## config.mk

```make
export PLATFORM = sky130hd
export DESIGN_NAME = rwf_ctrl
export DESIGN_NICKNAME = d
export VERILOG_FILES = /design/src/rtl/rwf_pkg.sv /design/src/rtl/rwf_ctrl.sv
export SDC_FILE = /design/constraint.sdc
export NUM_CORES = 1
export LEC_CHECK = 0
export BUFFER_PORTS_ARGS = -buffer_cell sky130_fd_sc_hd__buf_2
export CAP_MARGIN = 25
export CELL_PAD_IN_SITES_DETAIL_PLACEMENT = 1
export CELL_PAD_IN_SITES_GLOBAL_PLACEMENT = 2
export CORE_AREA = 10 10 47 49
export CTS_BUF_LIST = sky130_fd_sc_hd__clkbuf_4 sky130_fd_sc_hd__clkbuf_8
export DETAILED_ROUTE_END_ITERATION = 6
export DIE_AREA = 0 0 57 59
export PLACE_DENSITY = 0.62
export SLEW_MARGIN = 20
export SYNTH_ARGS = -nofsm -noshare
export SYNTH_HDL_FRONTEND = slang
export SYNTH_SLANG_ARGS = --single-unit
```

## constraint.sdc

```tcl
create_clock -name clk_i -period 1.25 [get_ports clk_i]
set_input_delay 0.0625 -clock clk_i [delete_from_list [all_inputs] [get_ports clk_i]]
set_output_delay 0.0625 -clock clk_i [all_outputs]
set_load 0.005 [all_outputs]
```

## src/rtl/rwf_pkg.sv

```systemverilog
// Package for the RGB waveform accumulator: item kinds, cell constants and
// the command and status bundles between the controller and the datapath.
// Depends on nothing; every other file of the block imports it.
package rwf_pkg;

  localparam int unsigned LevelW  = 8;   // one cell, also one display row index
  localparam int unsigned ColumnW = 10;  // width of the column field
  localparam int unsigned WidthW  = 11;  // width of the image_width register

  localparam logic [LevelW-1:0] StepUp   = 8'h0f;
  localparam logic [LevelW-1:0] CellFull = 8'hff;
  // A cell at or above this value saturates at CellFull on the next bump.
  localparam logic [LevelW-1:0] SatFloor = CellFull - StepUp;

  localparam logic [WidthW-1:0] WidthReset = 11'd1024;

  typedef enum logic [1:0] {
    KIND_PIXEL = 2'd0,
    KIND_CLEAR = 2'd1,
    KIND_READ  = 2'd2
  } rwf_kind_e;

  typedef struct packed {
    logic accept;    // item taken: latch addresses, issue the store reads
    logic pix_wr;    // write back the bumped cells
    logic clr_wr;    // write zero at the sweep address and advance it
    logic out_load;  // move the read data into the result register
  } rwf_cmd_t;

  typedef struct packed {
    logic pix_ok;    // the offered pixel lies inside width and store
    logic clr_last;  // the sweep is at its final address
  } rwf_sts_t;

endpackage

```

## src/rtl/rwf_ctrl.sv

```systemverilog
// Controller of the waveform accumulator: sequences accept, bump, read and
// the clear sweep, and owns the result valid flag.
// Depends on rwf_pkg.
module rwf_ctrl (
  input  logic              clk_i,
  input  logic              rst_ni,
  input  logic              in_valid_i,
  output logic              in_ready_o,
  input  logic [1:0]        kind_i,
  output logic              out_valid_o,
  input  logic              out_ready_i,
  input  rwf_pkg::rwf_sts_t sts_i,
  output rwf_pkg::rwf_cmd_t cmd_o
);
  import rwf_pkg::*;

  typedef enum logic [1:0] {
    ST_CLEAR,
    ST_IDLE,
    ST_BUMP,
    ST_READ
  } state_e;

  state_e state_q;
  logic   out_valid_q;
  logic   accept;

  assign in_ready_o = (state_q == ST_IDLE);
  assign accept     = in_valid_i && in_ready_o;

  assign cmd_o.accept   = accept;
  assign cmd_o.pix_wr   = (state_q == ST_BUMP);
  assign cmd_o.clr_wr   = (state_q == ST_CLEAR);
  assign cmd_o.out_load = (state_q == ST_READ) && (!out_valid_q || out_ready_i);

  always_ff @(posedge clk_i or negedge rst_ni) begin
    if (!rst_ni) begin
      state_q     <= ST_CLEAR;
      out_valid_q <= 1'b0;
    end else begin
      unique case (state_q)
        ST_IDLE: begin
          if (accept) begin
            unique case (rwf_kind_e'(kind_i))
              KIND_PIXEL: state_q <= sts_i.pix_ok ? ST_BUMP : ST_IDLE;
              KIND_CLEAR: state_q <= ST_CLEAR;
              KIND_READ:  state_q <= ST_READ;
              default:    state_q <= ST_IDLE;
            endcase
          end
        end
        ST_BUMP: begin
          state_q <= ST_IDLE;
        end
        ST_CLEAR: begin
          if (sts_i.clr_last) begin
            state_q <= ST_IDLE;
          end
        end
        ST_READ: begin
          if (cmd_o.out_load) begin
            state_q <= ST_IDLE;
          end
        end
        default: begin
          state_q <= ST_CLEAR;
        end
      endcase

      priority if (cmd_o.out_load) begin
        out_valid_q <= 1'b1;
      end else if (out_ready_i) begin
        out_valid_q <= 1'b0;
      end
    end
  end

  assign out_valid_o = out_valid_q;

endmodule
```

# Word-level counts from Yosys, hierarchy flattened
# Index checks and enable logic that the tools add are counted.
# word_totals
register_bits	3
input_bits	8
out_inout_bits	6
elab_cells	26
# op_classes
n_eq_ne	8
n_mux	8
n_reduce_logical	8
# op_table
operator	count
$mux W2	4
$pmux W2 S4	1
$eq A2 B2 Y1 const B	3
$pmux W2 S3	1
$eq A2 B1 Y1 const B	2
$logic_not A2 Y1	2
$ne A2 B2 Y1 const B	2
$reduce_and A3 Y1	1
$logic_and A1 B1 Y1	2
$mux W1	2
$ne A2 B1 Y1 const B	1
$reduce_bool A2 Y1	1
$logic_not A1 Y1	1
$logic_or A1 B1 Y1	1

# Logic depth before layout (Yosys ltp)
# depth
ltp_word	5
mapped_depth	3
mapped_depth_nobuf	2

# Worst setup path before layout
# No wires, ideal clock.
# synth_path
path_kind	reg2reg
startpoint	register state_q[1]
endpoint	register state_q[0]
setup_time_ns	0.129
t_arrival_ns	0.882
required_time_ns	1.121
slack_ns	0.238
stages_incl_launch_ff	3
path_buffers	0
synth_period_minus_slack_ns	1.012
path_cell_list	dfrtp_1 > or3_1 > o41a_1
# synth_via
elab_chain_len	4
elab_cells_between_ends	11
classes_between	6 x eq/ne; 1 x mux; 4 x reduce/logical
# synth_lines
element	line_no	text
start: declaration	rwf_ctrl.sv:24	state_e state_q;
start signal: assignment	rwf_ctrl.sv:45	KIND_PIXEL: state_q <= sts_i.pix_ok ? ST_BUMP : ST_IDLE;
$eq A2 B2 Y1 or $eq A2 B1 Y1 (tied branches)	rwf_ctrl.sv:34, rwf_ctrl.sv:41, rwf_ctrl.sv:28	
$logic_and A1 B1 Y1, on equally long branches	rwf_ctrl.sv:34, rwf_ctrl.sv:29	
$ne A2 B2 Y1 (no source line) or $ne A2 B1 Y1 (tied branches)	--	
$reduce_and A3 Y1 (no source line)	--	
# Several ways; a longest one is shown, not always the timed one.
# A chain may end at the register's enable or synchronous reset.

==> Flow_metrics.wiki <==
{| class="wikitable"
! Metric !! Value
|-
| CTS Buf Count || 3
|-
| Placed Cells || 48
|-
| Netlist area before placement || 178 sq um
|-
| Vias in the first global route || 238
|-
| Final-report max-slew violation count || 0
|-
| Final Hold Vio Count || 0
|-
| CTS H-tree depth || 1
|-
| DR vias/cell || 3.94
|-
| Area growth from synthesis to layout || 66.9%
|-
| # Max-Cap Violations || 0
|-
| Number of clock sinks seen by CTS || 3
|-
| Count of cells along the worst register-to-register path || 2
|-
| Largest fanout on the critical path || 7
|-
| Number of distinct standard cells referenced by the synthesized netlist || 15
|-
| Worst Hold Class || in2reg
|-
| Cell type contributing the most total cell area after synthesis || sky130_fd_sc_hd__dfrtp_1
|-
| Number of nets produced by synthesis || 28
|-
| Average routed wire per standard cell || 11.7 um
|-
| Syn avg cell area || 8.88 sq um
|-
| Effective utilization at floorplan || 0.127
|-
| WS Path Type || reg2out
|-
| Instance count of the mapped netlist || 20
|-
| Core ar. || 1400 sq um
|-
| Top achievable clock speed || 859 MHz
|-
| Count of cells along the worst hold path || 2
|-
| Worst endpoint required time || 1.19 ns
|-
| Number of buffer cells added on primary ports || 13
|-
| Violation count after the first detailed-routing iteration || 3
|-
| CTS clock-pin slew for the worst setup and hold paths || 0.04 ns
|-
| Total area of multi-input combinational cells || 87.6 sq um
|-
| Slew @ Worst Pin || 0.273 ns
|-
| Sequential fraction of the synthesis area || 0.423
|-
| Routed Wire Length || 618 um
|-
| Leakage power || 0.154 nW
|-
| Die Y-Extent || 59 um
|-
| Arrival time of data at the critical path endpoint || 1.10 ns
|-
| Maximum number of pins on one net before global-route repair || 9
|-
| Antenna diode instance count || 0
|-
| Antenna-violating nets left || 0
|-
| Run status || finished, final reports clean
|-
| Detailed-placement wirelength estimate || 521 um
|-
| Final number of setup-violating endpoints || 0
|-
| Worst setup slack before clock tree synthesis || 0.170 ns
|-
| Clk_skew || 0.00588 ns
|-
| Die Area || 3360 sq um
|-
| Yosys Warn Count || 0
|-
| Fraction of layout instances using a drive strength above 1 || 0.541
|-
| Top-Level Pins || 14
|-
| Kind of end point of the critical path || output port
|-
| Layout fillers || 180
|-
| Leading cell types in the layout, fill and taps excluded || 13 x sky130_fd_sc_hd__buf_2, 4 x sky130_fd_sc_hd__clkbuf_4, 3 x sky130_fd_sc_hd__nor2_1
|-
| Number of buffers between clock root and the deepest sink || 2
|-
| Top-area cell type share of the netlist area || 0.423
|-
| Clk root buf || sky130_fd_sc_hd__clkbuf_4
|-
| Clock tree from TritonCTS || built
|-
| Net total in the final layout || 46
|-
| Count of TritonRoute iterations in the first routing pass || 3
|-
| Final routed DRC violation total || 0
|-
| RSZ-0062 raised after global routing || false
|-
| Horizontal die dimension || 57 um
|-
| Power density normalized to cell area || 1330 nW/um^2
|-
| Row cnt || 14
|-
| Final-layout setup total negative slack || 0 ns
|-
| Gr ovfl total || 0
|-
| Worst-case vdd ir drop || 0.000427 V
|-
| Final core utilization || 0.212
|-
| Wire length of the first global-routing pass || 931 um
|-
| Clock latency reported for the late side of the worst-skew pair || 0.24 ns
|-
| CP Launch Type || register
|-
| Top cells by area in the synthesized netlist || sky130_fd_sc_hd__dfrtp_1 42%, sky130_fd_sc_hd__nor2_1 6.3%, sky130_fd_sc_hd__o41a_1 6.3%, sky130_fd_sc_hd__and2b_2 4.9%, sky130_fd_sc_hd__nand4b_1 4.9%
|-
| Antenna violations before repair || 0
|-
| Weighted congestion at the end of routability-driven global placement || 0.668
|-
| Most common library cell in the layout ignoring fill and taps || sky130_fd_sc_hd__buf_2
|-
| Non-filler instance count after layout || 53
|-
| Post-synthesis register bit count || 3
|-
| Share of the clock period used by the worst path || 0.931
|-
| Number of vias in the routed layout || 209
|-
| Sequential cell area || 76.3 sq um
|-
| Global router's overall resource usage || 0.0363
|-
| Minimum period implied by the final worst setup slack || 1.16 ns
|-
| Worst slew margin || 0.816
|-
| Hold Slack || 0.0334 ns
|-
| Worst-case setup margin in the final layout || 0.0859 ns
|}
==> cell type report <==
cell class	instances	share of cell area
multi-input cells	14	0.295
flip-flops and latches	3	0.257
repair buffers	14	0.253
clock buffers	4	0.101
well taps	16	0.0675
inverters	2	0.0253
==> stage by stage <==
| step | instance area (sq um) | total power, mW |
|---|---|---|
| after detailed placement | 255 | 0.200 |
| after global placement | 255 | 0.196 |
| after CTS | 295 | 0.403 |
| after floorplan | 178 | 0.158 |
| final | 297 | 0.393 |
| after global routing | 297 | 0.428 |
==> repair_timing <==
item	CTS	global route
buffers inserted	0	0
hold buffers	1	0
endpoints found under the hold margin	3	0
setup endpoints to repair	0	1
gates resized for setup	0	1
==> final timing paths <==
path,slack (ns),start,to
min in group asynchronous,0.14,rst_ni,out_valid_o$_DFFE_PN0P_
worst max-delay path,0.09,state_q[0]$_DFFE_PN0P_,cmd_o[3]
worst max register to register,0.18,state_q[1]$_DFFE_PN0P_,state_q[0]$_DFFE_PN0P_
worst min register to register,0.59,out_valid_o$_DFFE_PN0P_,out_valid_o$_DFFE_PN0P_
max in group asynchronous,0.99,rst_ni,state_q[0]$_DFFE_PN0P_
worst min-delay path,0.03,kind_i[0],state_q[1]$_DFFE_PN0P_
==> per-layer routing <==
metal	global-route usage	wire length [um]	share of wire	vias up
met3	0.0215	65	0.11	0
li1	-	-	-	101
met2	0.0496	283	0.46	12
met4	0.0403	0	0	0
met1	0.0358	270	0.44	96
met5	0	0	0	-
==> cell usage after synthesis <==
cell type                  count
sky130_fd_sc_hd__inv_1         2
sky130_fd_sc_hd__or3_1         1
sky130_fd_sc_hd__nand2_1       1
sky130_fd_sc_hd__nor2_1        3
sky130_fd_sc_hd__a21oi_1       1
sky130_fd_sc_hd__nand2_2       1
sky130_fd_sc_hd__o21ai_0       1
sky130_fd_sc_hd__dfrtp_1       3
sky130_fd_sc_hd__o41ai_1       1
sky130_fd_sc_hd__nor2b_1       1
sky130_fd_sc_hd__buf_4         1
sky130_fd_sc_hd__and2b_2       1
sky130_fd_sc_hd__nand4b_1      1
sky130_fd_sc_hd__o41a_1        1
sky130_fd_sc_hd__and2_1        1
==> state kept, by name (all words and copies together) (netlist names) <==
register,count
state_q,2
out_valid_o,1
==> power breakdown <==
part / switching, mW / internal (mW) / total (mW)
Clock: 0.0537 / 0.141 / 0.195
Combinational: 0.0317 / 0.0400 / 0.0717
Sequential: 0.0170 / 0.109 / 0.126
==> cell families (layout without fill, tap and decap cells) <==
| family | after synthesis | after routing | synth area share |
|---|---|---|---|
| simple gates | 10 | 10 | 0.324 |
| buf+inv | 3 | 20 | 0.0845 |
| compound gates | 4 | 4 | 0.169 |
| flops | 3 | 3 | 0.423 |
==> worst max-delay path: stages, from the launching register on <==
cell	delay [ns]
sky130_fd_sc_hd__dfrtp_2	0.44
sky130_fd_sc_hd__nor2b_1	0.15
sky130_fd_sc_hd__and2_1	0.15
sky130_fd_sc_hd__buf_2	0.12
No activity file was read; power rests on OpenSTA's default activity.
